===== src/sv/gapf_fifo.sv =====
`timescale 1ns / 1ps
// ----------------------------------------------------------------------------
// gapf_fifo
// Small flop based first-in first-out queue with count, used between the
// front and back parts and on the result side.
// ----------------------------------------------------------------------------
module gapf_fifo #(
    parameter int WIDTH = 8,
    parameter int DEPTH = 4
) (
    input  logic             clk,
    input  logic             rst_n,
    input  logic             push,
    input  logic [WIDTH-1:0] wdata,
    input  logic             pop,
    output logic [WIDTH-1:0] rdata,
    output logic             empty,
    output logic             full
);

    localparam int PTW  = (DEPTH > 1) ? $clog2(DEPTH) : 1;
    localparam int CNTW = $clog2(DEPTH + 1);

    logic [WIDTH-1:0] mem_reg [DEPTH];
    logic [PTW-1:0]   wr_ptr_reg;
    logic [PTW-1:0]   rd_ptr_reg;
    logic [CNTW-1:0]  cnt_reg;
    logic [PTW-1:0]   wr_ptr_next;
    logic [PTW-1:0]   rd_ptr_next;
    logic [CNTW-1:0]  cnt_next;
    logic             do_push;
    logic             do_pop;

    assign empty   = (cnt_reg == '0);
    assign full    = (cnt_reg == CNTW'(DEPTH));
    assign do_push = push && !full;
    assign do_pop  = pop && !empty;
    assign rdata   = mem_reg[rd_ptr_reg];

    always_comb
    begin
        wr_ptr_next = wr_ptr_reg;
        rd_ptr_next = rd_ptr_reg;
        if (do_push)
        begin
            wr_ptr_next = (wr_ptr_reg == PTW'(DEPTH - 1)) ? '0 : wr_ptr_reg + 1'b1;
        end
        if (do_pop)
        begin
            rd_ptr_next = (rd_ptr_reg == PTW'(DEPTH - 1)) ? '0 : rd_ptr_reg + 1'b1;
        end
        cnt_next = cnt_reg + CNTW'(do_push) - CNTW'(do_pop);
    end

    always_ff @(posedge clk or negedge rst_n)
    begin
        if (!rst_n)
        begin
            wr_ptr_reg <= '0;
            rd_ptr_reg <= '0;
            cnt_reg    <= '0;
        end
        else
        begin
            wr_ptr_reg <= wr_ptr_next;
            rd_ptr_reg <= rd_ptr_next;
            cnt_reg    <= cnt_next;
        end
    end

    always_ff @(posedge clk)
    begin
        if (do_push)
        begin
            mem_reg[wr_ptr_reg] <= wdata;
        end
    end

endmodule


===== config.mk =====
export PLATFORM = sky130hd
export DESIGN_NAME = gapf_fifo
export DESIGN_NICKNAME = d
export VERILOG_FILES = /design/src/sv/gapf_fifo.sv
export SDC_FILE = /design/constraint.sdc
export NUM_CORES = 1
export LEC_CHECK = 0
export ABC_CLOCK_PERIOD_IN_PS = 3520
export BUFFER_PORTS_ARGS = -buffer_cell sky130_fd_sc_hd__buf_4
export CAP_MARGIN = 20
export CORE_MARGIN = 2
export CORE_UTILIZATION = 55
export DETAILED_ROUTE_END_ITERATION = 16
export GPL_TIMING_DRIVEN = 0
export PLACE_DENSITY = 0.74
export SLEW_MARGIN = 20
export SYNTH_ARGS = -nofsm -noshare
export SYNTH_HDL_FRONTEND = slang
export SYNTH_SLANG_ARGS = --single-unit

===== constraint.sdc =====
create_clock -name clk -period 3.52 [get_ports clk]
set_clock_uncertainty 0.1 [all_clocks]
set_input_delay 1.056 -clock clk [delete_from_list [all_inputs] [get_ports clk]]
set_output_delay 1.056 -clock clk [all_outputs]
set_load 0.01 [all_outputs]

==> impl_metrics.toml <==
[outcome]
outcome = "completed"

[detailed_routing]
drt-met1-wl_um = 995
wl_met2_um = 1230
dr.max_layer_used = "met4"
postRouteAntennaNets = 0
wl_um = 2380
drtIter0Drc = 24
via_per_inst = 5.47
drc = 0
vias = 771
wire_per_inst_um = 16.9
firstDrtPassIters = 4
met3_length_um = 123

[layout]
largest_reg_flops = 32
final_cells = 141
nNetsFinal = 129
synthToLayoutAreaGrowth_pct = 15.9
antenna_cells = 0
utilization = 0.674
drive_gt1_frac = 0.382

[clocking]
numCtsBuffers = 5
cts_setup_buffers = 0
clkTransAtPathRegs_ns = 0.11
cts_tree = "built"
clkLatencyLatePin_ns = 0.33
htreeDepth = 2
cts_resized = 0
cts_hold_buf = 0
cts.sinks = 39
cts-root-buf = "clkbuf_4"
clk_path_buf_depth = 2

[setup_path]
endpoint = "rdata[5]"
crit_chain = "buf_2 > mux4_2 > buf_4"
worst_setup_path_end_kind = "primary output"
cp-start-kind = "flop"
cp_slowest_cell = "mux4_2"
max_stage_delay_ns = 0.55
crit_required_ns = 2.36
rrSetupSlack_ns = 1.22
arrival_ns = 1.71
crit_fanout = 10
worstSetupStartpoint = "rd_ptr_reg[0]"
reg2reg_depth = 9
r2r_end = "cnt_reg[2]"
worstReg2RegStart = "cnt_reg[2]"
critPathKind = "reg -> out"

[timing]
drv_slew = 0
fin_crit_sh = 0.815
setup_viol = 0
rsz0062_at_grt = "no"
hold_violations = 0
tns_ns = 0
whs_ns = 0.410
fin_ws_ns = 0.652
fmax_mhz = 349
slew_headroom = 0.649
fin_crit_ns = 2.87
tightest_slew_ns = 0.526

[synth]
yosysUniqueCellTypes = 19
yosys.area.top_type = "edfxtp_1"
synth-main-ff-cell = "edfxtp_1"
avgSynthCellArea_um2 = 19.8
ys_ff_latch = 39
yosysSeqAreaShare = 0.709
yosys-top-cells-area = "edfxtp_1 (60%), mux4_2 (11%), dfrtp_1 (11%)"
synth-edff-count = 32
ys_top_cells_by_count = "edfxtp_1 (32), mux4_2 (8), dfrtp_1 (7), ha_1 (7), inv_1 (7)"
synthCells = 81
postSynth.asyncResetShare = 0.179
synth-warning-count = 0
synth.most_common_cell = "edfxtp_1"
syn_area_um2 = 1600
netlist.area_leader.share = 0.600
syn_nets = 101

[global_routing]
antenna_found_initial = 0
grt_max_degree = 12
grt_pass1_wl_um = 3880
track_usage = 0.167
grt-ovfl-total = 0
grt_pass1_vias = 826

[placed_design]
place.gp.congestion = 0.655
io_buffers = 21
pre_cts_ws_ns = 0.648
placed_cells = 133

[floorplanning]
initial_core_util = 0.581
fp.dieH_um = 58.0
rows = 19
die_w_um = 58.0
core-area_um2 = 2760
pin_count = 22
die_area_um2 = 3360

[pwr]
ir_drop_mv = 0.624
powerDensity_nw_per_um2 = 788
p_leak_nw = 0.717

[worst_hold_path]
min_path_type = "in -> async"

[flow_run]
maxCapViolations = 0
## cell type report
cell class,count,area [µm²]
multi-input cells,33,432
repair buffers,21,158
flip-flops and latches,39,1140
clock inverters,1,3.75
fillers,199,900
clock buffers,7,55.1
well taps,31,38.8
plain buffers,2,8.76
inverters,7,26.3
## layer usage
metal	track usage	up-vias
li1	-	358
met1	0.200	389
met2	0.268	22
met3	0.0692	2
met4	0.0698	0
met5	0	-
## cells in the final DEF (no fill, tap or decap), types with 2 or more instances in the layout
master and n:
mux2_2 2, nor2_1 2, edfxtp_1 32, ha_1 7, inv_1 7, dfrtp_1 7
clkbuf_4 5, clkbuf_1 2, buf_4 21, mux4_2 8, and2_1 4, xnor2_1 2
## through the flow
step / cell area [µm²] / power, mW
final: 1860 / 1.46
after global placement: 1800 / 1.24
after CTS: 1860 / 1.49
after detailed placement: 1800 / 1.26
after floorplan: 1600 / 1.06
after global routing: 1860 / 1.56
## cell families after synthesis
| logic type | count (synthesis) | synth area share |
|---|---|---|
| buf+inv | 9 | 0.0219 |
| xor+xnor | 2 | 0.0109 |
| fa+ha+maj | 8 | 0.0671 |
| flops | 39 | 0.709 |
| mux | 11 | 0.136 |
| simple gates | 11 | 0.0515 |
| compound gates | 1 | 0.00391 |
## worst max-delay path: cells and delay by family (launching register included)
family / cells / cell delay, ns
buffers and inverters: 2 / 0.46
flip-flops: 1 / 0.37
multiplexers: 1 / 0.55
## worst min path at each step
stage	depth (start not counted)	start	endpoint	slack (ns)
4_1_cts	1	rst_n	wr_ptr_reg[0]	0.40
3_5_place_dp	1	cnt_reg[0]	cnt_reg[0]	0.49
6_report	1	rst_n	wr_ptr_reg[0]	0.41
5_1_grt	1	rst_n	wr_ptr_reg[0]	0.39
3_3_place_gp	1	cnt_reg[0]	cnt_reg[0]	0.47
2_1_floorplan	1	cnt_reg[0]	cnt_reg[0]	0.46
## power breakdown
| part | switching [mW] | internal, mW |
|---|---|---|
| logic | 0.256 | 0.299 |
| clock network | 0.134 | 0.0959 |
| registers | 0.0555 | 0.624 |
Note: power is estimated with default switching activity, not from simulation.
