`config.mk`:
```
export PLATFORM = sky130hd
export DESIGN_NAME = gapf_cfg
export DESIGN_NICKNAME = d
export VERILOG_FILES = /design/src/sv/gapf_pkg.sv /design/src/sv/gapf_cfg.sv
export SDC_FILE = /design/constraint.sdc
export NUM_CORES = 1
export LEC_CHECK = 0
export BUFFER_PORTS_ARGS = -buffer_cell sky130_fd_sc_hd__buf_2
export CORE_UTILIZATION = 52
export DETAILED_ROUTE_END_ITERATION = 10
export PLACE_DENSITY = 0.69
export SLEW_MARGIN = 20
export SYNTH_ARGS = -nofsm -noshare
export SYNTH_HDL_FRONTEND = slang
export SYNTH_SLANG_ARGS = --single-unit
```
`constraint.sdc`:
```
create_clock -name clk -period 7.6 [get_ports clk]
set_input_delay 1.52 -clock clk [delete_from_list [all_inputs] [get_ports clk]]
set_output_delay 1.52 -clock clk [all_outputs]
set_load 0.03 [all_outputs]
```
`src/sv/gapf_pkg.sv`:
```
`timescale 1ns / 1ps
// ----------------------------------------------------------------------------
// gapf_pkg
// Shared widths, register indexes, status codes, axis code decode and the
// axis routing type of the grid permute and flip address generator.
// ----------------------------------------------------------------------------
package gapf_pkg;

    localparam int IDX_W     = 30;
    localparam int DATA_W    = 64;
    localparam int SIZE_W    = 11;
    localparam int ORDER_W   = 3;
    localparam int STATUS_W  = 2;
    localparam int CFG_IDX_W = 3;

    // depth of the result queue, also the credit limit of the back part
    localparam int OUT_DEPTH = 4;

    localparam logic [CFG_IDX_W-1:0] REG_SIZE_FIRST   = 3'd0;
    localparam logic [CFG_IDX_W-1:0] REG_SIZE_SECOND  = 3'd1;
    localparam logic [CFG_IDX_W-1:0] REG_SIZE_THIRD   = 3'd2;
    localparam logic [CFG_IDX_W-1:0] REG_ORDER_FIRST  = 3'd3;
    localparam logic [CFG_IDX_W-1:0] REG_ORDER_SECOND = 3'd4;
    localparam logic [CFG_IDX_W-1:0] REG_ORDER_THIRD  = 3'd5;

    localparam logic [STATUS_W-1:0] STATUS_OK        = 2'd0;
    localparam logic [STATUS_W-1:0] STATUS_BAD_ORDER = 2'd1;
    localparam logic [STATUS_W-1:0] STATUS_RANGE     = 2'd2;

    localparam logic [SIZE_W-1:0] SIZE_RESET = 11'd1;

    // signed axis codes, two's complement in three bits
    localparam logic [ORDER_W-1:0] ORDER_POS1 = 3'd1;
    localparam logic [ORDER_W-1:0] ORDER_POS2 = 3'd2;
    localparam logic [ORDER_W-1:0] ORDER_POS3 = 3'd3;
    localparam logic [ORDER_W-1:0] ORDER_NEG3 = 3'd5;
    localparam logic [ORDER_W-1:0] ORDER_NEG2 = 3'd6;
    localparam logic [ORDER_W-1:0] ORDER_NEG1 = 3'd7;

    typedef struct packed {
        logic            bad;   // invalid or repeated axis code
        logic [2:0]      rev;   // per source axis: reversed
        logic [2:0][1:0] sel;   // per target axis: which source axis lands there
    } gapf_axes_t;

    // returns {valid, target axis}
    function automatic logic [2:0] decode_order(input logic [ORDER_W-1:0] code);
        logic [2:0] res;
        unique case (code)
            ORDER_POS1, ORDER_NEG1: res = 3'b100;
            ORDER_POS2, ORDER_NEG2: res = 3'b101;
            ORDER_POS3, ORDER_NEG3: res = 3'b110;
            default:                res = 3'b000;
        endcase
        return res;
    endfunction

endpackage

```
`src/sv/gapf_cfg.sv`:
```
`timescale 1ns / 1ps
// ----------------------------------------------------------------------------
// gapf_cfg
// Configuration registers and the values derived from them: clamped sizes,
// plane and grid products, axis routing and the reordered sizes.
// ----------------------------------------------------------------------------
module gapf_cfg #(
    parameter  int MAX_AXIS_SIZE = 1024,
    localparam int EFF_MAX = (MAX_AXIS_SIZE < 2047) ? MAX_AXIS_SIZE : 2047,
    localparam int SW = $clog2(EFF_MAX + 1),
    localparam int PW = 2 * SW,
    localparam int TW = 3 * SW
) (
    input  logic                               clk,
    input  logic                               rst_n,
    input  logic                               cfg_valid,
    input  logic [gapf_pkg::CFG_IDX_W-1:0]     cfg_index,
    input  logic [gapf_pkg::SIZE_W-1:0]        cfg_data,
    output logic [2:0][SW-1:0]                 eff,
    output logic [PW-1:0]                      plane,
    output logic [TW-1:0]                      total,
    output logic [SW-1:0]                      dim0,
    output logic [PW-1:0]                      dim01,
    output logic [2:0][gapf_pkg::SIZE_W-1:0]   new_size,
    output gapf_pkg::gapf_axes_t               axes
);

    import gapf_pkg::*;

    logic [2:0][SIZE_W-1:0]  size_reg;
    logic [2:0][ORDER_W-1:0] order_reg;

    logic [2:0][2:0]         dec;
    logic [2:0]              ok;
    logic [2:0][1:0]         ax;
    logic [2:0][SW-1:0]      dims;
    gapf_axes_t              axes_next;
    logic [2:0][SIZE_W-1:0]  new_size_next;

    logic [PW-1:0]           plane_reg;
    logic [TW-1:0]           total_reg;
    logic [SW-1:0]           dim0_reg;
    logic [PW-1:0]           dim01_reg;
    logic [2:0][SIZE_W-1:0]  new_size_reg;
    gapf_axes_t              axes_reg;

    always_ff @(posedge clk or negedge rst_n)
    begin
        if (!rst_n)
        begin
            size_reg[0]  <= SIZE_RESET;
            size_reg[1]  <= SIZE_RESET;
            size_reg[2]  <= SIZE_RESET;
            order_reg[0] <= ORDER_POS1;
            order_reg[1] <= ORDER_POS2;
            order_reg[2] <= ORDER_POS3;
        end
        else if (cfg_valid)
        begin
            unique case (cfg_index)
                REG_SIZE_FIRST:   size_reg[0]  <= cfg_data;
                REG_SIZE_SECOND:  size_reg[1]  <= cfg_data;
                REG_SIZE_THIRD:   size_reg[2]  <= cfg_data;
                REG_ORDER_FIRST:  order_reg[0] <= cfg_data[ORDER_W-1:0];
                REG_ORDER_SECOND: order_reg[1] <= cfg_data[ORDER_W-1:0];
                REG_ORDER_THIRD:  order_reg[2] <= cfg_data[ORDER_W-1:0];
                default:          ;
            endcase
        end
    end

    always_comb
    begin
        for (int a = 0; a < 3; a++)
        begin
            // sizes above the supported maximum saturate
            eff[a] = (32'(size_reg[a]) > EFF_MAX) ? SW'(EFF_MAX) : SW'(size_reg[a]);
            dec[a] = decode_order(order_reg[a]);
            ok[a]  = dec[a][2];
            ax[a]  = dec[a][1:0];
        end
        axes_next.bad = !(&ok) || (ax[0] == ax[1]) || (ax[1] == ax[2]) || (ax[0] == ax[2]);
        axes_next.rev = {order_reg[2][ORDER_W-1], order_reg[1][ORDER_W-1],
                         order_reg[0][ORDER_W-1]};
        axes_next.sel = '0;
        for (int a = 0; a < 3; a++)
        begin
            axes_next.sel[ax[a]] = 2'(a);
        end
        for (int t = 0; t < 3; t++)
        begin
            dims[t]          = eff[axes_next.sel[t]];
            // with bad codes the clamped source sizes are reported in source order
            new_size_next[t] = SIZE_W'(axes_next.bad ? eff[t] : dims[t]);
        end
    end

    always_ff @(posedge clk)
    begin
        plane_reg    <= PW'(eff[0]) * PW'(eff[1]);
        total_reg    <= TW'(plane_reg) * TW'(eff[2]);
        dim0_reg     <= dims[0];
        dim01_reg    <= PW'(dims[0]) * PW'(dims[1]);
        new_size_reg <= new_size_next;
        axes_reg     <= axes_next;
    end

    assign plane    = plane_reg;
    assign total    = total_reg;
    assign dim0     = dim0_reg;
    assign dim01    = dim01_reg;
    assign new_size = new_size_reg;
    assign axes     = axes_reg;

endmodule

```
==> qor.yml <==
startpoint: "size_reg[21]$_DFFE_PN0P_"
rsz0062_at_grt: "no"
worst_pin_slew_ns: 1.01
synthFlopType: "dfxtp_1"
cp_cell_sequence: "inv_2 > nand2_1 > clkinvlp_4 > a21oi_1 > o21a_1 > inv_1 > nand2_1 > fa_1 > fa_1 > fa_1 > inv_1 > fa_1 > inv_1 > fa_1 > inv_1 > ha_1 > o21a_1 > o21ai_0 > a21oi_1 > a21boi_0 > nor3b_1 > o41ai_1 > xnor2_1"
crit_type: "register to register"
final_common_cell: "inv_1"
viasPerCell: 5.43
drtPass1Iterations: 5
fmax_mhz: 141
post-cts-setup-buffers: 0
portBuffers: 180
grt_pass1_vias: 17400
synth_area_per_cell_sq_um: 8.98
fp.dieW_um: 204
period_share_pct: 93.3
netlist_area_sq_um: 21100
ys_seq_area_share_pct: 17.4
whs_path_depth: 1
grt_max_degree: 43
nNetsFinal: 3030
finalClockSkew_ns: 0.0185
timing.critical_path.mode_cell: "fa_1"
pin_count: 181
cts.sinks: 173
antenna_left: 0
reg2reg_to: "dim01[21]$_DFF_P_"
setup_violations: 0
ctsHoldBuffers: 0
dpl.hpwl_mm: 44.7
cp.arrival_ns: 7.46
area_growth_pct: 10.3
relSlewSlack_pct: 32.7
drt_iter0_markers: 1080
rr_worst_depth: 23
status: "finished clean"
place_congestion: 0.909
grt_first_pass_wirelength_mm: 92.7
vias: 16400
r2r-start: "size_reg[21]$_DFFE_PN0P_"
syn_nets: 2900
numCtsBuffers: 17
drv_cap: 0
min_path_type: "register to register"
cp-end-kind: "register"
antenna_found_initial: 1
cts_root_buf: "clkbuf_16"
period_minus_slack_ns: 7.09
core-area_sq_um: 39900
synth_warnings: 0
synth_edf_count: 0
slew_violations: 0
layout-drive-gt1-share_pct: 13.7
placementRows: 73
finalWorstSetupSlack_ns: 0.512
area.sequential_sq_um: 3680
final.setup.tns_ns: 0
cts_buffer_depth: 2
cts.clk_slew.worst_paths_ns: 0.08
clk_latency_ns: 0.49
hold_viol_final: 0
track_usage_pct: 29.4
htree_num_levels: 4
fillers: 3587
wirelength_mm: 57.2
antenna_cells: 0
initial_core_util_pct: 52.9
synth-seq-cells: 173
synth_cells: 2353
pre_cts_ws_ns: 0.375
cp_max_fo: 18
die_area_sq_um: 41400
endpoint: "dim01[21]$_DFF_P_"
slowest_delay_ns: 0.60
drc: 0
r2r_slack_ns: 0.51
multi_input_area_sq_um: 15400
yosys.cell_types.count: 64
critPathLaunchType: "register"
critPathSlowestCell: "dfrtp_1"
cts_tree: "yes"
postSynth.asyncResetShare_pct: 24.3
final_cell_mix: "420 x inv_1, 339 x fa_1, 308 x nand2_1"
die-height_um: 204
crit_required_ns: 7.98
grt-ovfl-total: 0
drt-wirelength-per-cell_um: 18.9
==> what timing repair did <==
item | 4_1_cts | 5_1_grt
setup endpoints to repair | 0 | 5
resized for setup | 0 | 8
endpoints found under the hold margin | 0 | 0
==> cells in the mapped netlist (6+ instances only) <==
master	n	area, sq um
inv_1	420	1580
fa_1	339	6790
nand2_1	311	1170
ha_1	191	2390
and2_1	154	963
nor2_1	154	578
dfxtp_1	131	2620
clkbuf_1	104	390
a21oi_1	79	395
o21ai_0	73	365
xnor2_1	45	394
mux2_2	44	495
dfrtp_1	35	876
nand2b_1	28	175
o21a_1	28	210
xor2_1	22	193
a21o_1	20	150
nor2b_1	15	93.8
clkinv_1	13	48.8
mux2_1	10	113
nand3_1	10	50.1
o21bai_1	9	67.6
a31oi_1	7	43.8
dfstp_2	7	184
mux2i_1	7	70.1
or2_2	7	43.8
a211oi_1	6	45.0
buf_2	6	30.0
o211ai_1	6	45.0
==> cell families after synthesis <==
kind of cell / synth area share (%)
AOI/OAI and AO/OA: 7.83
xor gates and xnor gates: 2.78
adders and majority gates: 43.4
buffers and inverters: 9.82
DFF: 17.4
muxes: 3.21
and+or+nand+nor: 15.5
==> layout make-up <==
type,instances,share of cell area [%]
Multi-Input combinational cell,1632,66.3
Sequential cell,173,15.8
Inverter,435,7.07
Timing Repair Buffer,224,5.28
Tap cell,525,2.82
Clock buffer,17,1.83
Clock inverter,15,0.924
==> per-stage QoR <==
step | hold slack (ns) | area [sq um] | instances | util [%]
after floorplan | 0.380 | 21100 | 2353 | -
after global placement | 0.481 | 22600 | 2989 | 56.7
after detailed placement | 0.488 | 22600 | 2989 | 56.7
after CTS | 0.510 | 23300 | 3021 | 58.3
after global routing | 0.519 | 23300 | 3021 | 58.4
final | 0.506 | 23300 | 3021 | 58.4
==> critical path, delay by kind of cell, from the launching register on <==
family / cells / cell delay [ns]
XOR/XNOR: 1 / 0.14
adder cells (fa/ha/maj): 6 / 2.74
flip-flops: 1 / 0.60
AND/OR/NAND/NOR: 3 / 1.01
AO/OA/AOI/OAI: 7 / 1.47
buffers and inverters: 6 / 0.99
==> worst min path at each step <==
stage	from	slack [ns]	end
after floorplan	axes_next[7]$_DFFE_PN0P_	0.38	axes[7]$_DFF_P_
after global placement	size_reg[24]$_DFFE_PN0P_	0.48	size_reg[24]$_DFFE_PN0P_
after detailed placement	size_reg[27]$_DFFE_PN0P_	0.49	size_reg[27]$_DFFE_PN0P_
after CTS	size_reg[29]$_DFFE_PN0P_	0.51	size_reg[29]$_DFFE_PN0P_
after global routing	size_reg[24]$_DFFE_PN0P_	0.52	size_reg[24]$_DFFE_PN0P_
final	size_reg[29]$_DFFE_PN0P_	0.51	size_reg[29]$_DFFE_PN0P_
==> layer usage <==
metal | vias up | GRT usage, % | share of wire, %
met4 | 2 | 13.0 | 3.8
met1 | 8131 | 37.2 | 41
met3 | 143 | 5.72 | 7.6
met5 | - | 0 | 0.019
met2 | 675 | 48.7 | 48
li1 | 7462 | - | -
Power is not shown: default switching activity piles up to over one toggle a cycle in this logic, so the estimate is an artifact.
