==> config.mk <==
export PLATFORM = sky130hd
export DESIGN_NAME = gapf_front
export DESIGN_NICKNAME = d
export VERILOG_FILES = /design/src/sv/gapf_pkg.sv /design/src/sv/gapf_front.sv
export SDC_FILE = /design/constraint.sdc
export NUM_CORES = 2
export LEC_CHECK = 0
export BUFFER_PORTS_ARGS = -buffer_cell sky130_fd_sc_hd__buf_2
export CORE_AREA = 2 2 529 531
export CTS_CLUSTER_SIZE = 24
export DETAILED_ROUTE_END_ITERATION = 16
export DIE_AREA = 0 0 531 533
export SLEW_MARGIN = 20
export SYNTH_ARGS = -nofsm -noshare
export SYNTH_HDL_FRONTEND = slang
export SYNTH_SLANG_ARGS = --single-unit
==> constraint.sdc <==
create_clock -name clk -period 3.17 [get_ports clk]
set_clock_uncertainty 0.05 [all_clocks]
set_input_delay 0.4755 -clock clk [delete_from_list [all_inputs] [get_ports clk]]
set_output_delay 0.4755 -clock clk [all_outputs]
set_load 0.02 [all_outputs]
==> src/sv/gapf_pkg.sv <==
`timescale 1ns / 1ps
// ----------------------------------------------------------------------------
// gapf_pkg
// Shared widths, register indexes, status codes, axis code decode and the
// axis routing type of the grid permute and flip address generator.
// ----------------------------------------------------------------------------
package gapf_pkg;

    localparam int IDX_W     = 30;
    localparam int DATA_W    = 64;
    localparam int SIZE_W    = 11;
    localparam int ORDER_W   = 3;
    localparam int STATUS_W  = 2;
    localparam int CFG_IDX_W = 3;

    // depth of the result queue, also the credit limit of the back part
    localparam int OUT_DEPTH = 4;

    localparam logic [CFG_IDX_W-1:0] REG_SIZE_FIRST   = 3'd0;
    localparam logic [CFG_IDX_W-1:0] REG_SIZE_SECOND  = 3'd1;
    localparam logic [CFG_IDX_W-1:0] REG_SIZE_THIRD   = 3'd2;
    localparam logic [CFG_IDX_W-1:0] REG_ORDER_FIRST  = 3'd3;
    localparam logic [CFG_IDX_W-1:0] REG_ORDER_SECOND = 3'd4;
    localparam logic [CFG_IDX_W-1:0] REG_ORDER_THIRD  = 3'd5;

    localparam logic [STATUS_W-1:0] STATUS_OK        = 2'd0;
    localparam logic [STATUS_W-1:0] STATUS_BAD_ORDER = 2'd1;
    localparam logic [STATUS_W-1:0] STATUS_RANGE     = 2'd2;

    localparam logic [SIZE_W-1:0] SIZE_RESET = 11'd1;

    // signed axis codes, two's complement in three bits
    localparam logic [ORDER_W-1:0] ORDER_POS1 = 3'd1;
    localparam logic [ORDER_W-1:0] ORDER_POS2 = 3'd2;
    localparam logic [ORDER_W-1:0] ORDER_POS3 = 3'd3;
    localparam logic [ORDER_W-1:0] ORDER_NEG3 = 3'd5;
    localparam logic [ORDER_W-1:0] ORDER_NEG2 = 3'd6;
    localparam logic [ORDER_W-1:0] ORDER_NEG1 = 3'd7;

    typedef struct packed {
        logic            bad;   // invalid or repeated axis code
        logic [2:0]      rev;   // per source axis: reversed
        logic [2:0][1:0] sel;   // per target axis: which source axis lands there
    } gapf_axes_t;

    // returns {valid, target axis}
    function automatic logic [2:0] decode_order(input logic [ORDER_W-1:0] code);
        logic [2:0] res;
        unique case (code)
            ORDER_POS1, ORDER_NEG1: res = 3'b100;
            ORDER_POS2, ORDER_NEG2: res = 3'b101;
            ORDER_POS3, ORDER_NEG3: res = 3'b110;
            default:                res = 3'b000;
        endcase
        return res;
    endfunction

endpackage

==> src/sv/gapf_front.sv <==
`timescale 1ns / 1ps
// ----------------------------------------------------------------------------
// gapf_front
// Accepts items, splits the linear index into three coordinates with two
// pipelined restoring dividers, classifies the item and applies reversal.
// ----------------------------------------------------------------------------
module gapf_front #(
    parameter  int MAX_AXIS_SIZE = 1024,
    parameter  int QUEUE_DEPTH = 24,
    localparam int EFF_MAX = (MAX_AXIS_SIZE < 2047) ? MAX_AXIS_SIZE : 2047,
    localparam int SW = $clog2(EFF_MAX + 1),
    localparam int CW = (EFF_MAX > 2) ? $clog2(EFF_MAX) : 1,
    localparam int PW = 2 * SW,
    localparam int TW = 3 * SW
) (
    input  logic                              clk,
    input  logic                              rst_n,
    input  logic                              in_push,
    input  logic [gapf_pkg::IDX_W-1:0]        in_index,
    input  logic [gapf_pkg::DATA_W-1:0]       in_data,
    input  logic [PW-1:0]                     plane,
    input  logic [TW-1:0]                     total,
    input  logic [2:0][SW-1:0]                eff,
    input  gapf_pkg::gapf_axes_t              axes,
    input  logic                              queue_pop,
    output logic                              full,
    output logic                              out_valid,
    output logic [gapf_pkg::STATUS_W-1:0]     out_status,
    output logic [2:0][CW-1:0]                out_coord,
    output logic [gapf_pkg::DATA_W-1:0]       out_data
);

    import gapf_pkg::*;

    localparam int NS   = 2 * CW;
    localparam int CMPW = (IDX_W > PW + CW) ? IDX_W : PW + CW;
    localparam int XW   = (TW > IDX_W) ? TW : IDX_W;
    localparam int CNTW = $clog2(QUEUE_DEPTH + 1);

    logic [NS:0]       vld_reg;
    logic [IDX_W-1:0]  idx_reg  [NS+1];
    logic [IDX_W-1:0]  rem_reg  [NS+1];
    logic [CW-1:0]     qa_reg   [NS+1];
    logic [CW-1:0]     qb_reg   [NS+1];
    logic [DATA_W-1:0] data_reg [NS+1];

    logic [CNTW-1:0]   cnt_reg;
    logic [CNTW-1:0]   cnt_next;

    logic [2:0][CW-1:0] pos;
    logic [2:0][CW-1:0] coord_next;
    logic [STATUS_W-1:0] status_next;
    logic [SW-1:0]      flip [3];
    logic               oor;

    logic                out_valid_reg;
    logic [STATUS_W-1:0] out_status_reg;
    logic [2:0][CW-1:0]  out_coord_reg;
    logic [DATA_W-1:0]   out_data_reg;

    // credits cover the pipeline plus the queue behind it
    assign full     = (cnt_reg >= CNTW'(QUEUE_DEPTH));
    assign cnt_next = cnt_reg + CNTW'(in_push) - CNTW'(queue_pop);

    always_ff @(posedge clk or negedge rst_n)
    begin
        if (!rst_n)
        begin
            cnt_reg    <= '0;
            vld_reg[0] <= 1'b0;
        end
        else
        begin
            cnt_reg    <= cnt_next;
            vld_reg[0] <= in_push;
        end
    end

    always_ff @(posedge clk)
    begin
        idx_reg[0]  <= in_index;
        rem_reg[0]  <= in_index;
        qa_reg[0]   <= '0;
        qb_reg[0]   <= '0;
        data_reg[0] <= in_data;
    end

    // first CW stages divide by the plane size, the next CW by the first size
    for (genvar s = 1; s <= NS; s++)
    begin : g_div
        localparam int B = (s <= CW) ? CW - s : NS - s;

        logic [CMPW-1:0] dvs;
        logic [CMPW-1:0] num;
        logic            ge;

        always_comb
        begin
            dvs = ((s <= CW) ? CMPW'(plane) : CMPW'(eff[0])) << B;
            num = CMPW'(rem_reg[s-1]);
            ge  = (num >= dvs);
        end

        always_ff @(posedge clk or negedge rst_n)
        begin
            if (!rst_n)
            begin
                vld_reg[s] <= 1'b0;
            end
            else
            begin
                vld_reg[s] <= vld_reg[s-1];
            end
        end

        always_ff @(posedge clk)
        begin
            idx_reg[s]  <= idx_reg[s-1];
            data_reg[s] <= data_reg[s-1];
            rem_reg[s]  <= ge ? IDX_W'(num - dvs) : rem_reg[s-1];
            if (s <= CW)
            begin
                qa_reg[s] <= (qa_reg[s-1] << 1) | CW'(ge);
                qb_reg[s] <= qb_reg[s-1];
            end
            else
            begin
                qa_reg[s] <= qa_reg[s-1];
                qb_reg[s] <= (qb_reg[s-1] << 1) | CW'(ge);
            end
        end
    end

    always_comb
    begin
        pos[0] = rem_reg[NS][CW-1:0];
        pos[1] = qb_reg[NS];
        pos[2] = qa_reg[NS];
        oor    = (XW'(idx_reg[NS]) >= XW'(total));
        for (int a = 0; a < 3; a++)
        begin
            flip[a]       = eff[a] - SW'(1) - SW'(pos[a]);
            coord_next[a] = axes.rev[a] ? flip[a][CW-1:0] : pos[a];
        end
        // bad codes win over the range check
        priority if (axes.bad)
        begin
            status_next = STATUS_BAD_ORDER;
        end
        else if (oor)
        begin
            status_next = STATUS_RANGE;
        end
        else
        begin
            status_next = STATUS_OK;
        end
    end

    always_ff @(posedge clk or negedge rst_n)
    begin
        if (!rst_n)
        begin
            out_valid_reg <= 1'b0;
        end
        else
        begin
            out_valid_reg <= vld_reg[NS];
        end
    end

    always_ff @(posedge clk)
    begin
        out_status_reg <= status_next;
        out_coord_reg  <= coord_next;
        out_data_reg   <= data_reg[NS];
    end

    assign out_valid  = out_valid_reg;
    assign out_status = out_status_reg;
    assign out_coord  = out_coord_reg;
    assign out_data   = out_data_reg;

endmodule

==> reports/results.ini <==
[setup_path]
cp-start-kind = register
kind_of_capture_point_of_the_worst_setup_path = register
crit_fanout = 6
path_class = reg2reg
worst_ep_required_time_ns = 3.80
critPathArrivalTime_ns = 3.79
worst_r2r_path_depth = 9

[sta]
worst-slew-pin-transition_ns = 0.785
final-hold-violation-count = 0
slew_violations = 0
unrepaired_setup_endpoints_after_global_routing = true
max_freq_mhz = 316
fin_hold_ws_ns = 0.0846
period_share_pct = 99.8
finalSetupViolCount = 0
finalWorstPathRequiredPeriod_ns = 3.16
slew_headroom_pct = 47.6

[layout]
fin_nets = 8625
finalInstanceArea_um2 = 106000
most-common-layout-cells = 2813 x dfxtp_1, 668 x buf_4, 391 x ha_1, 378 x a21oi_1, 343 x nor2_1
largest_reg_flops = 1344
final_common_cell = dfxtp_1
layout_cells_sized_above_1_pct = 20.3
area_growth_syn_to_layout_pct = 27.7

[route]
post_drt_wl_per_cell_um = 14.0
met3RoutedLength_um = 7570
m1WireLength_um = 71000
finalWirelength_um = 168000
routed-via-count = 50614
met2RoutedLength_um = 82100
drtPass1Iterations = 7
maxUsedRoutingLayer = met4
route.detailed.vias_per_inst = 4.23
detail_route.drc_violations = 0
dr.first_iter.drc_count = 2273
drtAntennaViolNets = 0

[power_and_ir_drop]
vdd_ir_drop_max_uv = 461
powerDensity_nw_per_um2 = 1000
standby_leakage_power_nw = 45.5

[floorplanning]
chipHeight_um = 533
placeableCoreArea_um2 = 278000
floorplan.die_area_um2 = 283000
row_count = 194
die_width_um = 531
io_pins = 294
floorplan.initialDensity_pct = 29.8

[logic_synthesis]
postSynthRegisterBits = 2842
synthDistinctLibCells = 85
ys_top_cells_by_area = dfxtp_1 68%, ha_1 5.9%, xnor2_1 2.6%, a21oi_1 2.3%, xor2_1 1.8%
synth-seq-area-share_pct = 68.8
yosysWarningCount = 0
area_fraction_of_the_dominant_cell_type_after_synthesis_pct = 68.0
syn_area_um2 = 82900
synth-main-ff-cell = dfxtp_1
synthesized_netlist_cell_count = 6701
share_of_synthesized_flip_flops_with_an_asynchronous_set_or_reset_pct = 0.950
post-synth-top-area-cell = dfxtp_1
number_of_synthesized_flops_with_an_enable_pin = 0
avgSynthCellArea_um2 = 12.4
syn_nets = 7313

[clock_tree]
clk-insertion-delay-late_ns = 0.88
root_buf_cell = clkbuf_16
max-clock-path-buffers = 4
cts.clk_slew.worst_paths_ns = 0.06
cts.sinks = 2842
cts_max_level = 5
tritoncts = done
numCtsBuffers = 291

[grt]
gr-total-overflow = 0
grt_max_degree = 39
grt_pass1_vias = 52036
grt_first_pass_wirelength_um = 268000
number_of_antenna_violations_at_the_first_check_in_global_routing = 10
grt_usage_pct = 11.7

[place]
postPlaceCellArea_um2 = 94800
detailed_place_hpwl_um = 120000
io_buffers = 285
gp_routability_congestion = 0.903

[worst_hold_path]
timing.hold.worst.class = in2reg
whs_path_depth = 3

[run_status]
run_status = completed

[flow_run]
drv.max_cap_violation_count = 0

==> logic make-up (layout without fill, tap and decap cells) <==
logic type               Yosys count  in the layout  share of synthesized area, %
buffers and inverters            379           1907                          1.72
other                              0              6                             0
multiplexers                     111            111                          1.49
XOR/XNOR                         409            409                          4.32
AO/OA/AOI/OAI                   1180           1180                          8.83
adder cells (fa/ha/maj)          416            416                          6.50
AND/OR/NAND/NOR                 1364           1364                          8.35
flip-flops                      2842           2842                          68.8
==> through the flow <==
stage	setup slack (ns)	setup TNS (ns)	utilization, %	std cells	total power [mW]
final	0.00599	0	38.1	11959	106
after global routing	-0.0327	-0.0916	38.1	11957	113
after CTS	-0.0105	-0.0158	38.0	11950	108
after detailed placement	-0.570	-99.12	34.1	11313	73.0
after global placement	-0.566	-84.03	34.1	11313	72.4
after floorplan	-0.169	-5.24	-	6701	62.7
==> Yosys cell counts (24+ instances only) <==
cell / n
and3_1: 28
a31oi_1: 37
nand4_1: 67
or3_1: 45
o211ai_1: 28
dfrtp_1: 27
nor3_1: 124
xor2_1: 166
dfxtp_1: 2815
a211oi_1: 41
nor2_1: 346
inv_1: 268
or4_1: 27
fa_1: 24
nor4_1: 62
xnor2_1: 243
o21bai_1: 39
a21o_1: 114
nand3_1: 91
nor2b_1: 66
nand2_1: 309
clkbuf_1: 93
nand2b_1: 51
o31ai_1: 33
o21a_1: 57
o21ai_0: 288
mux2_2: 98
ha_1: 392
a21oi_1: 384
==> power by group <==
group	internal [mW]	total [mW]	switching, mW
Sequential	41.5	44.8	3.33
Combinational	14.1	27.9	13.8
Clock	19.7	33.7	14.0
==> area by class of cell <==
class | instances | area (um^2)
fillers | 26214 | 172000
flip-flops and latches | 2842 | 57000
multi-input cells | 3480 | 24800
repair buffers | 1128 | 8680
clock buffers | 385 | 8130
well taps | 3724 | 4660
clock inverters | 124 | 1540
inverters | 270 | 1020
diodes | 6 | 15.0
==> routing by layer <==
layer	track usage, %	vias up
li1	-	25662
met1	13.5	23648
met2	20.6	928
met3	2.34	376
met4	5.26	0
met5	0	-
==> path summary, 6_finish.rpt <==
| path | startpoint | end | slack (ns) |
|---|---|---|---|
| worst max-delay path | rem_reg[1][140]$_DFF_P_ | rem_reg[1][177]$_DFF_P_ | 0.006 |
| min in group asynchronous | rst_n | cnt_reg[0]$_DFF_PN0_ | 0.11 |
| worst max register to register | rem_reg[1][140]$_DFF_P_ | rem_reg[1][177]$_DFF_P_ | 0.006 |
| max in group asynchronous | rst_n | out_valid$_DFF_PN0_ | 2.58 |
| worst min register to register | data_reg[13][60]$_DFF_P_ | data_reg[14][60]$_DFF_P_ | 0.22 |
| worst min-delay path | plane[0] | rem_reg[0][126]$_DFF_P_ | 0.08 |
==> critical path: stages (launching register included) <==
cell and delay (ns):
dfxtp_2 0.31, or4_4 0.53, or4_4 0.43, or4_4 0.45
or4b_4 0.53, nor2b_4 0.15, o21ai_2 0.17, buf_6 0.16
nor4_2 0.04, xor2_1 0.14
==> repair_timing <==
| item | 4_1_cts | 5_1_grt |
|---|---|---|
| hold endpoints to repair | 157 | 0 |
| endpoints found under the setup margin | 8 | 112 |
| gates resized for setup | 7 | 29 |
| hold buffers | 124 | 0 |
| setup buffers | 4 | 3 |
| pin swaps | 4 | 6 |
(Power assumes the default switching activity.)
