File: config.mk
export PLATFORM = sky130hd
export DESIGN_NAME = gapf_back
export DESIGN_NICKNAME = d
export VERILOG_FILES = /design/src/sv/gapf_pkg.sv /design/src/sv/gapf_back.sv
export SDC_FILE = /design/constraint.sdc
export NUM_CORES = 1
export LEC_CHECK = 0
export BUFFER_PORTS_ARGS = -buffer_cell sky130_fd_sc_hd__buf_2
export CELL_PAD_IN_SITES_DETAIL_PLACEMENT = 0
export CELL_PAD_IN_SITES_GLOBAL_PLACEMENT = 2
export CORE_MARGIN = 3
export CORE_UTILIZATION = 40
export DETAILED_ROUTE_END_ITERATION = 16
export HOLD_SLACK_MARGIN = 0.05
export PLACE_DENSITY_LB_ADDON = 0.1
export SLEW_MARGIN = 20
export SYNTH_ARGS = -nofsm -noshare
export SYNTH_HDL_FRONTEND = slang
export SYNTH_SLANG_ARGS = --single-unit
File: constraint.sdc
create_clock -name clk -period 7.13 [get_ports clk]
set_clock_uncertainty 0.05 [all_clocks]
set_input_delay 0.3565 -clock clk [delete_from_list [all_inputs] [get_ports clk]]
set_output_delay 0.3565 -clock clk [all_outputs]
set_load 0.03 [all_outputs]
File: src/sv/gapf_pkg.sv
`timescale 1ns / 1ps
// ----------------------------------------------------------------------------
// gapf_pkg
// Shared widths, register indexes, status codes, axis code decode and the
// axis routing type of the grid permute and flip address generator.
// ----------------------------------------------------------------------------
package gapf_pkg;

    localparam int IDX_W     = 30;
    localparam int DATA_W    = 64;
    localparam int SIZE_W    = 11;
    localparam int ORDER_W   = 3;
    localparam int STATUS_W  = 2;
    localparam int CFG_IDX_W = 3;

    // depth of the result queue, also the credit limit of the back part
    localparam int OUT_DEPTH = 4;

    localparam logic [CFG_IDX_W-1:0] REG_SIZE_FIRST   = 3'd0;
    localparam logic [CFG_IDX_W-1:0] REG_SIZE_SECOND  = 3'd1;
    localparam logic [CFG_IDX_W-1:0] REG_SIZE_THIRD   = 3'd2;
    localparam logic [CFG_IDX_W-1:0] REG_ORDER_FIRST  = 3'd3;
    localparam logic [CFG_IDX_W-1:0] REG_ORDER_SECOND = 3'd4;
    localparam logic [CFG_IDX_W-1:0] REG_ORDER_THIRD  = 3'd5;

    localparam logic [STATUS_W-1:0] STATUS_OK        = 2'd0;
    localparam logic [STATUS_W-1:0] STATUS_BAD_ORDER = 2'd1;
    localparam logic [STATUS_W-1:0] STATUS_RANGE     = 2'd2;

    localparam logic [SIZE_W-1:0] SIZE_RESET = 11'd1;

    // signed axis codes, two's complement in three bits
    localparam logic [ORDER_W-1:0] ORDER_POS1 = 3'd1;
    localparam logic [ORDER_W-1:0] ORDER_POS2 = 3'd2;
    localparam logic [ORDER_W-1:0] ORDER_POS3 = 3'd3;
    localparam logic [ORDER_W-1:0] ORDER_NEG3 = 3'd5;
    localparam logic [ORDER_W-1:0] ORDER_NEG2 = 3'd6;
    localparam logic [ORDER_W-1:0] ORDER_NEG1 = 3'd7;

    typedef struct packed {
        logic            bad;   // invalid or repeated axis code
        logic [2:0]      rev;   // per source axis: reversed
        logic [2:0][1:0] sel;   // per target axis: which source axis lands there
    } gapf_axes_t;

    // returns {valid, target axis}
    function automatic logic [2:0] decode_order(input logic [ORDER_W-1:0] code);
        logic [2:0] res;
        unique case (code)
            ORDER_POS1, ORDER_NEG1: res = 3'b100;
            ORDER_POS2, ORDER_NEG2: res = 3'b101;
            ORDER_POS3, ORDER_NEG3: res = 3'b110;
            default:                res = 3'b000;
        endcase
        return res;
    endfunction

endpackage

File: src/sv/gapf_back.sv
`timescale 1ns / 1ps
// ----------------------------------------------------------------------------
// gapf_back
// Takes classified items from the middle queue, routes the coordinates to
// their target axes and forms the destination index in two stages.
// ----------------------------------------------------------------------------
module gapf_back #(
    parameter  int MAX_AXIS_SIZE = 1024,
    localparam int EFF_MAX = (MAX_AXIS_SIZE < 2047) ? MAX_AXIS_SIZE : 2047,
    localparam int SW = $clog2(EFF_MAX + 1),
    localparam int CW = (EFF_MAX > 2) ? $clog2(EFF_MAX) : 1,
    localparam int PW = 2 * SW
) (
    input  logic                              clk,
    input  logic                              rst_n,
    input  logic                              queue_empty,
    input  logic [gapf_pkg::STATUS_W-1:0]     in_status,
    input  logic [2:0][CW-1:0]                in_coord,
    input  logic [gapf_pkg::DATA_W-1:0]       in_data,
    input  gapf_pkg::gapf_axes_t              axes,
    input  logic [SW-1:0]                     dim0,
    input  logic [PW-1:0]                     dim01,
    input  logic                              res_pop,
    output logic                              queue_pop,
    output logic                              out_push,
    output logic [gapf_pkg::STATUS_W-1:0]     out_status,
    output logic [gapf_pkg::IDX_W-1:0]        out_dest,
    output logic [gapf_pkg::DATA_W-1:0]       out_data
);

    import gapf_pkg::*;

    localparam int CNTW = $clog2(OUT_DEPTH + 1);

    logic [CNTW-1:0]     cnt_reg;
    logic                launch;

    logic [2:0][CW-1:0]  c;
    logic [CW+SW-1:0]    prod1;
    logic [IDX_W-1:0]    t1_next;

    logic                v1_reg;
    logic [STATUS_W-1:0] st1_reg;
    logic [IDX_W-1:0]    t1_reg;
    logic [CW-1:0]       c2_reg;
    logic [DATA_W-1:0]   data1_reg;

    logic [CW+PW-1:0]    prod2;
    logic [IDX_W-1:0]    dest_next;

    logic                v2_reg;
    logic [STATUS_W-1:0] st2_reg;
    logic [IDX_W-1:0]    dest_reg;
    logic [DATA_W-1:0]   data2_reg;

    // credits cover both stages plus the result queue
    assign launch    = !queue_empty && (cnt_reg < CNTW'(OUT_DEPTH));
    assign queue_pop = launch;

    always_comb
    begin
        for (int t = 0; t < 3; t++)
        begin
            c[t] = in_coord[axes.sel[t]];
        end
        prod1   = (CW+SW)'(c[1]) * (CW+SW)'(dim0);
        t1_next = IDX_W'(c[0]) + IDX_W'(prod1);
        prod2   = (CW+PW)'(c2_reg) * (CW+PW)'(dim01);
        dest_next = (st1_reg == STATUS_OK) ? t1_reg + IDX_W'(prod2) : '0;
    end

    always_ff @(posedge clk or negedge rst_n)
    begin
        if (!rst_n)
        begin
            cnt_reg <= '0;
            v1_reg  <= 1'b0;
            v2_reg  <= 1'b0;
        end
        else
        begin
            cnt_reg <= cnt_reg + CNTW'(launch) - CNTW'(res_pop);
            v1_reg  <= launch;
            v2_reg  <= v1_reg;
        end
    end

    always_ff @(posedge clk)
    begin
        st1_reg   <= in_status;
        t1_reg    <= t1_next;
        c2_reg    <= c[2];
        data1_reg <= in_data;
        st2_reg   <= st1_reg;
        dest_reg  <= dest_next;
        data2_reg <= data1_reg;
    end

    assign out_push   = v2_reg;
    assign out_status = st2_reg;
    assign out_dest   = dest_reg;
    assign out_data   = data2_reg;

endmodule
==> key figures, run 1 <==
Die
  • IO Count: 241
  • Starting Density: 41.08%
  • DIE AREA: 43,940 um^2
  • Die Y: 209.6 um
  • Die width: 209.6 um
  • Rows: 73
  • Core ar.: 40,370 um^2

Setup path
  • Critical Path Slowest Stage Cell: nor2b_1
  • CP cell instances: buf_2, nor2b_1, nand2_1, o21ai_0, nand2_1, fa_1, fa_1, inv_1, fa_1, fa_1, inv_1, fa_1, inv_1, ha_1, a21o_1, a211o_1, o221a_1, or4_1, nand3_1
  • Top delay family on crit path: adder cells
  • Crit. End Element: flip-flop
  • Worst setup path category: in -> reg
  • CP max stage delay: 0.62 ns
  • Max Fanout on Critical Path: 12
  • Most used cell, CP: fa_1
  • Critical path launch point type: input port
  • WP buf/inv: 4
  • Req. time, crit path: 7.47 ns
  • CP arrival: 6.33 ns

Drt
  • Drt first pass iters: 5
  • DR vias: 12,140
  • Final wirelength: 42,330 um
  • Wire per inst: 16.58 um
  • DRC viols: 0
  • Vias per cell: 4.756
  • DRT antenna net count: 0
  • 1st-iter DRT viols: 604

Power
  • Logic gate share of total power: 72.7%
  • Clock power share: 11.5%
  • Internal: 4.372 mW
  • PD cells: 449.8 nW/um^2
  • NetSw: 4.419 mW
  • Worst vdd rail ir drop: 0.0002670 V
  • Switching share of power: 50.27%
  • Seq pwr share: 15.8%
  • LEAKAGE: 9.946 nW
  • Pwr Total: 8.791 mW

CTS
  • Root Buffer: clkbuf_16
  • TritonCTS clock tree: done
  • H-tree level count: 4
  • CTS buffer count: 17
  • Maximum clock path buffer count: 2
  • Setup Fix Bufs, Post-CTS: 0
  • # resized after CTS: 0
  • # hold bufs at CTS: 69
  • Clk_lat worst skew: 0.45 ns
  • Clock sinks: 199
  • Clk pin slew, worst setup/hold paths: 0.07 ns

Global route
  • Antenna violations before repair: 2
  • GRT Total Usage: 19.86%
  • First-pass GRT wire length: 69,870 um
  • Busiest grt layer: met2
  • Largest net degree at the start of global routing: 24
  • M2 GR Usage: 33.31%
  • Met1 Use GR: 27.59%
  • Met3 usage: 2.780%
  • Number of global-route vias before repair: 12,790
  • Grt ovf: 0

Min path
  • Hold Crit Class: in -> reg

Yosys
  • Post-synthesis mux area share: 2.052%
  • Largest family of logic cells by synthesized area: adder cells
  • Simple-gate share of the synthesized area: 15.36%
  • Xor and xnor area share after synthesis: 1.320%
  • Warnings, synthesis: 0
  • Compound-cell area share of the yosys netlist: 6.873%
  • Mapped Cells: 1,759
  • Post-synth EDFFs: 0
  • Synth cell types: 62
  • Syn nets: 2,289
  • Seq/Total Area, Yosys: 24.17%
  • Post-synthesis adder-cell area fraction: 41.01%
  • Post-synthesis async set-or-reset flop share: 2.513%
  • Syn_area_per_cell: 9.428 um^2
  • Synthesized area: 16,580 um^2
  • Seq cells post-synth: 199
  • Most used flip-flop cell after synthesis: dfxtp_1

Layout
  • Ratio of cells with drive above 1 in the final layout: 14.36%
  • Fin nets: 2,544
  • Synth-to-Final Area Change: 17.83%
  • Filler cell count: 3,926

STA
  • Slew HR: 23.43%
  • Max-slew violation count: 0
  • Tcrit/Tclk final: 84.05%
  • Final Hold Slack: 0.1023 ns
  • Max frequency: 166.9 MHz
  • Worst-margin pin slew: 1.136 ns
  • Final Setup Violations: 0
  • Fin Setup TNS: 0 ns
  • Min Tclk post-route: 5.993 ns
  • Final Hold Vio Count: 0
  • RSZ-0062 raised after global routing: no

Flow run
  • Maxcap violations: 0

Placement
  • GP Congestion: 0.8224
  • DP HPWL: 34,590 um
  • IO buf count: 236

Outcome
  • Status: complete, no violations
layout make-up:
| type | count | area, um^2 | area share (%) |
|---|---|---|---|
| Timing Repair Buffer | 320 | 1984 | 10.15 |
| Clock inverter | 15 | 211.5 | 1.082 |
| Inverter | 321 | 1205 | 6.166 |
| Antenna cell | 1 | 2.502 | 0.01280 |
| Sequential cell | 199 | 4009 | 20.51 |
| Multi-Input combinational cell | 1155 | 11050 | 56.53 |
| Clock buffer | 17 | 425.4 | 2.177 |
| Tap cell | 525 | 656.9 | 3.361 |
path summary, 6_finish.rpt:
kind | startpoint | slack, ns | cells after the start | end
max reg2reg | c2_reg[4] | 1.22 | 16 | out_dest[22]
min | in_coord[11] | 0.10 | 3 | c2_reg[1]
max in group asynchronous | rst_n | 6.70 | 2 | cnt_reg[2]
min in group asynchronous | rst_n | 0.21 | 2 | out_push
min reg2reg | data1_reg[6] | 0.26 | 0 | out_data[6]
max | axes[2] | 1.14 | 19 | t1_reg[18]
worst reg2reg max path, stage by stage, from the launching register on:
cell and delay (ns):
dfxtp_1 1.00, nand2_1 0.21, fa_1 0.58, inv_1 0.06
fa_1 0.56, fa_1 0.43, fa_1 0.49, inv_1 0.05
fa_1 0.47, inv_1 0.04, ha_1 0.34, a21oi_1 0.31
o22ai_1 0.20, o21ai_0 0.36, nand3_1 0.19, a21oi_1 0.31
mux2i_1 0.21
cell families (layout without fill, tap and decap cells):
group,count (synthesis),after routing
AOI/OAI and AO/OA,175,175
adders and majority gates,387,387
muxes,34,34
DFF,199,199
xor gates and xnor gates,25,25
and+or+nand+nor,534,534
other,0,1
buffers and inverters,405,673
synthesized netlist by cell type (3+ instances only):
| cell | instances | area, um^2 |
|---|---|---|
| inv_1 | 321 | 1205 |
| nand2_1 | 267 | 1002 |
| fa_1 | 261 | 5225 |
| dfxtp_1 | 194 | 3884 |
| and2_1 | 129 | 807.0 |
| ha_1 | 126 | 1577 |
| clkbuf_1 | 67 | 251.5 |
| o21ai_0 | 46 | 230.2 |
| nor2_1 | 40 | 150.1 |
| a21oi_1 | 38 | 190.2 |
| mux2i_1 | 34 | 340.3 |
| nor3_1 | 29 | 145.1 |
| xnor2_1 | 22 | 192.7 |
| o21a_1 | 16 | 120.1 |
| a21o_1 | 15 | 112.6 |
| nand3_1 | 15 | 75.07 |
| buf_1 | 11 | 41.29 |
| nand4_1 | 9 | 56.30 |
| nor2b_1 | 9 | 56.30 |
| a31oi_1 | 8 | 50.05 |
| nand2b_1 | 6 | 37.54 |
| o211ai_1 | 6 | 45.04 |
| a211oi_1 | 5 | 37.54 |
| a21boi_0 | 5 | 37.54 |
| and3_1 | 5 | 31.28 |
| buf_2 | 5 | 25.02 |
| dfrtp_1 | 5 | 125.1 |
| nor3b_1 | 5 | 37.54 |
| or3_1 | 5 | 31.28 |
| a211o_1 | 4 | 35.03 |
| and4_1 | 4 | 35.03 |
| a311oi_1 | 3 | 26.28 |
| o21ai_1 | 3 | 15.01 |
| o21bai_1 | 3 | 22.52 |
| o31a_1 | 3 | 26.28 |
| xor2_1 | 3 | 26.28 |
through the flow:
stage / area [um^2] / cells / util, % / setup slack, ns
2_1_floorplan: 16580 / 1759 / - / 1.623
3_3_place_gp: 18210 / 2451 / 45.11 / 0.7369
3_5_place_dp: 18210 / 2451 / 45.11 / 0.7012
4_1_cts: 19540 / 2552 / 48.40 / 0.9291
5_1_grt: 19540 / 2552 / 48.40 / 0.8454
6_report: 19540 / 2553 / 48.41 / 1.137
power by group through the flow:
stage	Combinational, mW	Sequential (mW)	Clock (mW)
CTS	6.44	1.40	1.04
finish	6.39	1.39	1.01
floorplan	4.77	1.51	0
global placement	6.34	1.42	0
detailed placement	6.36	1.42	0
global route	7.36	1.41	1.08
layer usage:
| layer | vias to the layer above | routed length [um] |
|---|---|---|
| li1 | 5915 | - |
| met1 | 5968 | 20330 |
| met2 | 228 | 19880 |
| met3 | 29 | 1636 |
| met4 | 2 | 476 |
| met5 | - | 13 |
placed cells by master (no fill, tap or decap), drive strengths merged, types with 15 or more instances in the layout:
cell type,Yosys,layout
a21oi,38,38
xnor2,22,22
clkbuf,68,17
o21ai,49,49
mux2i,34,34
nor3,29,29
and2,130,130
nand3,15,15
nor2,40,40
a21o,15,15
o21a,16,16
ha,126,126
buf,16,251
dlygate4sd3,0,69
dfxtp,194,194
fa,261,261
nand2,267,267
inv,321,329
(Power assumes the default switching activity.)
==> run 2, diff against run 1 <==
--- a/config.mk
+++ b/config.mk
@@ -9,7 +9,7 @@
 export CELL_PAD_IN_SITES_DETAIL_PLACEMENT = 0
 export CELL_PAD_IN_SITES_GLOBAL_PLACEMENT = 2
 export CORE_MARGIN = 3
-export CORE_UTILIZATION = 40
+export CORE_UTILIZATION = 33
 export DETAILED_ROUTE_END_ITERATION = 16
 export HOLD_SLACK_MARGIN = 0.05
 export PLACE_DENSITY_LB_ADDON = 0.1
==> constraint.sdc (replaced) <==
create_clock -name clk -period 4.9 [get_ports clk]
set_clock_uncertainty 0.05 [all_clocks]
set_input_delay 0.245 -clock clk [delete_from_list [all_inputs] [get_ports clk]]
set_output_delay 0.245 -clock clk [all_outputs]
set_load 0.03 [all_outputs]
==> run 2 against run 1 <==
Compared with the run above:
- the flow now finishes with violations (negative setup slack)
- combinational power is 150% higher
- flip-flop and latch count did not move
- sequential share of layout area decreased by 3.1 points
- setup slack got worse by 1.2 ns
- critical path depth shrank 2
- total power grew 120%
- clock power is 52% higher
- register-to-register slack lost 1.3 ns
- final cell count increased by 17%
- global-route usage is 0.85 points lower
- sequential power is 43% higher
==> key figures, run 2 (synthesis gave the netlist of run 1 again) <==
Die
  • Die width: 230.2 um
  • IO Count: 241
  • Rows: 81
  • Core ar.: 49,250 um^2
  • DIE AREA: 52,980 um^2
  • Starting Density: 33.67%
  • Die Y: 230.2 um

STA
  • Max frequency: 201.9 MHz
  • Slew HR: 33.88%
  • Worst-margin pin slew: 0.9881 ns
  • Final Setup Violations: 7
  • RSZ-0062 raised after global routing: yes
  • Fin Setup TNS: -0.1907 ns
  • Final Hold Vio Count: 0
  • Tcrit/Tclk final: 101.1%
  • Min Tclk post-route: 4.952 ns
  • Max-slew violation count: 0
  • Setup ws final: -0.05231 ns

Setup path
  • Most used cell, CP: fa_1
  • WP buf/inv: 4
  • CP max stage delay: 0.53 ns
  • Req. time, crit path: 5.19 ns
  • Worst R2R Start: c2_reg[1]
  • Crit path from: c2_reg[1]
  • Critical Path Slowest Stage Cell: fa_1
  • CP arrival: 5.25 ns
  • CP cell instances: buf_12, nand2_1, fa_1, inv_1, fa_1, inv_1, fa_1, inv_1, fa_1, fa_1, ha_4, and4_4, nand3_2, a211o_4, a31oi_4, o21a_1, nor3_1
  • Worst setup path category: reg -> reg
  • Top delay family on crit path: adder cells
  • Critical path launch point type: flip-flop
  • Max Fanout on Critical Path: 10
  • Crit. End Element: flip-flop

Layout
  • Ratio of cells with drive above 1 in the final layout: 31.43%
  • Synth-to-Final Area Change: 39.66%
  • Most frequent cells in the layout: 309 x inv_1, 257 x buf_4, 253 x nand2_1
  • Commonest non-fill, non-tap cell in the layout: inv_1
  • Filler cell count: 4,822
  • Fin nets: 2,830

CTS
  • Clk_lat worst skew: 0.49 ns
  • Root Buffer: clkbuf_16
  • Clock sinks: 199
  • Clk pin slew, worst setup/hold paths: 0.08 ns
  • TritonCTS clock tree: done
  • Maximum clock path buffer count: 2
  • H-tree level count: 4
  • CTS buffer count: 17

Outcome
  • Status: finished with violations
  • Failing checks: negative setup slack

Placement
  • DP HPWL: 40,480 um
  • GP Congestion: 0.8506
  • IO buf count: 236

Global route
  • Grt ovf: 0
  • First-pass GRT wire length: 78,520 um
  • Number of global-route vias before repair: 14,170
  • Largest net degree at the start of global routing: 26
  • GRT Total Usage: 19.01%
  • Antenna violations before repair: 3

Drt
  • Wire per inst: 16.67 um
  • Drt first pass iters: 5
  • 1st-iter DRT viols: 545
  • Vias per cell: 4.472
  • DRC viols: 0
  • DR vias: 13,320
  • Final wirelength: 49,650 um
  • DRT antenna net count: 0

Power
  • Switching share of power: 44.53%
  • Worst vdd rail ir drop: 0.0006745 V
  • Logic gate share of total power: 81.6%
  • NetSw: 8.570 mW
  • Internal: 10.68 mW
  • PD cells: 830.9 nW/um^2
  • Pwr Total: 19.25 mW
  • Clock power share: 8.0%
  • Seq pwr share: 10.3%
  • LEAKAGE: 11.57 nW

Flow run
  • Maxcap violations: 0

Min path
  • Hold Crit Class: in -> reg
  • Min-delay src: in_coord[14]
## run 2: timing repair
item / CTS / global route
gates cloned: 2 / 2
buffers inserted: 7 / 25
pin swaps: 37 / 65
hold endpoints to repair: 76 / 0
endpoints found under the setup margin: 22 / 29
hold buffers: 77 / 0
gates resized for setup: 94 / 133
## run 2: path summary, 6_finish.rpt
path                       cells after the start  slack [ns]      endpoint
min in group asynchronous                      3        0.61      out_push
setup / recovery                              17       -0.05  out_dest[25]
max in group asynchronous                      3        4.00    cnt_reg[1]
hold reg to reg                                0        0.27   out_data[2]
hold / removal                                 4        0.15     c2_reg[4]
setup reg to reg                              17       -0.05  out_dest[25]
## run 2: tightest hold or removal path: cells and delay by family
family,cells,cell delay [ns]
simple gates,1,0.04
buf+inv,2,0.19
compound gates,1,0.14
## run 2: layout make-up
cell class	instances	area, um^2	area share [%]
Tap cell	664	830.8	3.587
Inverter	321	1205	5.202
Timing Repair Buffer	606	4472	19.31
Sequential cell	199	4031	17.40
Clock buffer	17	425.4	1.837
Antenna cell	1	2.502	0.01080
Multi-Input combinational cell	1155	11970	51.66
Clock inverter	15	230.2	0.9940
## run 2: per-layer routing
metal | track usage (%) | share of wire [%]
met2 | 32.78 | 49
met5 | 0 | 0
met1 | 24.80 | 45
met4 | 5.008 | 1.9
met3 | 3.085 | 3.8
## run 2: per-stage QoR
stage	setup slack (ns)	hold slack (ns)	utilization (%)	std cells	area [um^2]
after floorplan	-0.07710	-0.1006	-	1759	16670
after global placement	-0.5049	0.01254	41.47	2834	20420
after detailed placement	-0.6111	0.01606	41.47	2834	20420
after CTS	-0.08966	0.09504	45.40	2951	22360
after global routing	-0.2257	0.1390	47.03	2978	23160
final	-0.05231	0.1476	47.03	2978	23160
## run 2: power groups by stage
stage / clock [mW] / combinational, mW / sequential (mW)
finish: 1.54 / 15.7 / 1.99
global route: 1.65 / 17.4 / 2.02
CTS: 1.61 / 14.4 / 2.00
detailed placement: 0 / 12.7 / 2.03
global placement: 0 / 12.7 / 2.02
floorplan: 0 / 7.05 / 2.19
==> run 3, diff against run 2 <==
--- a/config.mk
+++ b/config.mk
@@ -13,6 +13,7 @@
 export DETAILED_ROUTE_END_ITERATION = 16
 export HOLD_SLACK_MARGIN = 0.05
 export PLACE_DENSITY_LB_ADDON = 0.1
+export SETUP_SLACK_MARGIN = 0.15
 export SLEW_MARGIN = 20
 export SYNTH_ARGS = -nofsm -noshare
 export SYNTH_HDL_FRONTEND = slang
==> run 3 against run 2 <==
Compared with the run above:
- global-route usage shrank 0.37 points
- worst hold slack got worse by 0.023 ns
- die area is the same
- total power up 2.9%
- the run still ends with negative setup slack left
- flip-flop and latch count unchanged
- critical endpoint unchanged
- setup slack better by 0.018 ns
==> key figures, run 3 (synthesis gave the netlist of run 1 again) <==
Die
  • DIE AREA: 52,980 um^2
  • Rows: 81
  • Die width: 230.2 um
  • Starting Density: 33.67%
  • Core ar.: 49,250 um^2
  • Die Y: 230.2 um
  • IO Count: 241

STA
  • Final Setup Violations: 2
  • Setup ws final: -0.03463 ns
  • Slew HR: 48.10%
  • Max-slew violation count: 0
  • Min Tclk post-route: 4.935 ns
  • Worst-margin pin slew: 0.7770 ns
  • Fin Setup TNS: -0.05924 ns
  • Final Hold Vio Count: 0
  • Max frequency: 202.6 MHz
  • RSZ-0062 raised after global routing: yes
  • Tcrit/Tclk final: 100.7%

Power
  • PD cells: 847.5 nW/um^2
  • LEAKAGE: 11.58 nW
  • Worst vdd rail ir drop: 0.0007342 V

Setup path
  • Max Fanout on Critical Path: 11
  • Critical Path Slowest Stage Cell: fa_1
  • Worst R2R End: out_dest[25]
  • Most used cell, CP: fa_1
  • CP arrival: 5.22 ns
  • R2R Setup Slk: -0.03 ns
  • Worst R2R Start: c2_reg[1]
  • Crit. End Element: flip-flop
  • Critical path launch point type: flip-flop
  • Req. time, crit path: 5.19 ns
  • Worst setup path category: reg -> reg
  • WP buf/inv: 4
  • Register-to-Register Path Depth: 17
  • CP Capture Point: out_dest[25]
  • CP cell instances: buf_12, nand2_2, fa_1, inv_1, fa_1, inv_2, fa_1, inv_1, fa_1, fa_1, ha_4, and4_4, nand3_4, a211o_4, a31oi_4, o21a_1, nor3_2
  • Crit path from: c2_reg[1]
  • CP max stage delay: 0.55 ns
  • Top delay family on crit path: adder cells
  • Critical Path Stages: 17

Drt
  • Vias per cell: 4.447
  • DRT antenna net count: 0
  • 1st-iter DRT viols: 580
  • DR vias: 13,250
  • Wire per inst: 16.25 um
  • Final wirelength: 48,430 um
  • DRC viols: 0
  • Drt first pass iters: 5

CTS
  • Clock sinks: 199
  • CTS buffer count: 17
  • TritonCTS clock tree: done
  • Clk pin slew, worst setup/hold paths: 0.07 ns
  • Clk_lat worst skew: 0.47 ns
  • H-tree level count: 4
  • Root Buffer: clkbuf_16
  • Maximum clock path buffer count: 2

Placement
  • Dpl ws: -0.5761 ns
  • GP Congestion: 0.8218
  • DP HPWL: 39,950 um
  • IO buf count: 236

Outcome
  • Failing checks: negative setup slack
  • Status: finished with violations

Layout
  • Ratio of cells with drive above 1 in the final layout: 32.84%
  • Fin nets: 2,831
  • Most frequent cells in the layout: 307 x inv_1, 252 x buf_4, 247 x nand2_1
  • Commonest non-fill, non-tap cell in the layout: inv_1
  • Synth-to-Final Area Change: 40.83%
  • Filler cell count: 4,760

Global route
  • Number of global-route vias before repair: 14,320
  • Met1 Use GR: 24.61%
  • Largest net degree at the start of global routing: 24
  • Grt ovf: 0
  • Met3 usage: 2.453%
  • First-pass GRT wire length: 77,470 um
  • Antenna violations before repair: 2
  • Busiest grt layer: met2
  • GRT Total Usage: 18.64%
  • M2 GR Usage: 31.95%

Min path
  • Hold Crit Class: in -> reg

Flow run
  • Maxcap violations: 0
run 3: changes by cell type in the layout (fill, tap and decap cells not counted), moves of 4 or more:
cell / previous run / this run
buf_6: 16 / 31
dlygate4sd3_1: 77 / 71
fa_1: 247 / 241
fa_2: 14 / 20
nand2_1: 253 / 247
nand2_2: 12 / 18
buf_4: 257 / 252
o21ai_1: 9 / 14
a21oi_1: 25 / 21
nor3_1: 21 / 17
nor3_2: 8 / 12
o21ai_0: 29 / 25
run 3: metal layers:
metal / vias to the layer above / wire length, um
li1: 6505 / -
met1: 6458 / 22390
met2: 238 / 23370
met3: 50 / 1676
met4: 2 / 979
met5: - / 13
run 3: final cells by class:
cell class	count	area (um^2)	area share, %
well taps	664	830.8	3.557
diodes	2	5.005	0.02143
multi-input cells	1155	12150	52.02
flip-flops and latches	199	4033	17.27
inverters	321	1205	5.159
repair buffers	607	4523	19.37
clock buffers	18	429.2	1.837
clock inverters	14	180.2	0.7714
run 3: repair_timing:
action,CTS,global route
gates cloned,3,2
setup endpoints to repair,26,35
pin swaps,70,66
setup buffers,26,12
resized for setup,150,130
hold buffers,71,0
endpoints found under the hold margin,74,0
run 3: per-stage QoR:
step	hold WS (ns)	total power, mW	std cells	utilization, %	instance area, um^2
final	0.1248	19.80	2980	47.42	23360
after global routing	0.1039	21.66	2979	47.41	23350
after CTS	0.05990	18.30	2964	46.01	22660
after detailed placement	0.01286	14.73	2832	41.47	20430
after global placement	0.01203	14.68	2832	41.47	20430
after floorplan	-0.1006	9.327	1759	-	16710
run 3: worst reg2reg max path: stages, from the launching register on:
cell and delay, ns:
dfxtp_4 0.38, buf_12 0.14, nand2_2 0.07, fa_1 0.53, inv_1 0.05, fa_1 0.55
inv_2 0.05, fa_1 0.52, inv_1 0.05, fa_1 0.49, fa_1 0.46, ha_4 0.32
and4_4 0.26, nand3_4 0.09, a211o_4 0.36, a31oi_4 0.23, o21a_1 0.16, nor3_2 0.04
run 3: worst min path at each step:
stage,cells after the start,to,from
after floorplan,0,cnt_reg[0],rst_n
after global placement,1,v1_reg,rst_n
after detailed placement,1,v1_reg,rst_n
after CTS,4,c2_reg[1],in_coord[11]
after global routing,4,c2_reg[1],in_coord[11]
final,4,c2_reg[1],in_coord[11]
run 3: report_power, final:
part / leakage, nW / switching (mW) / internal, mW
Combinational: 9.59 / 7.93 / 8.44
Clock: 0.297 / 0.732 / 0.705
Sequential: 1.69 / 0.0940 / 1.90
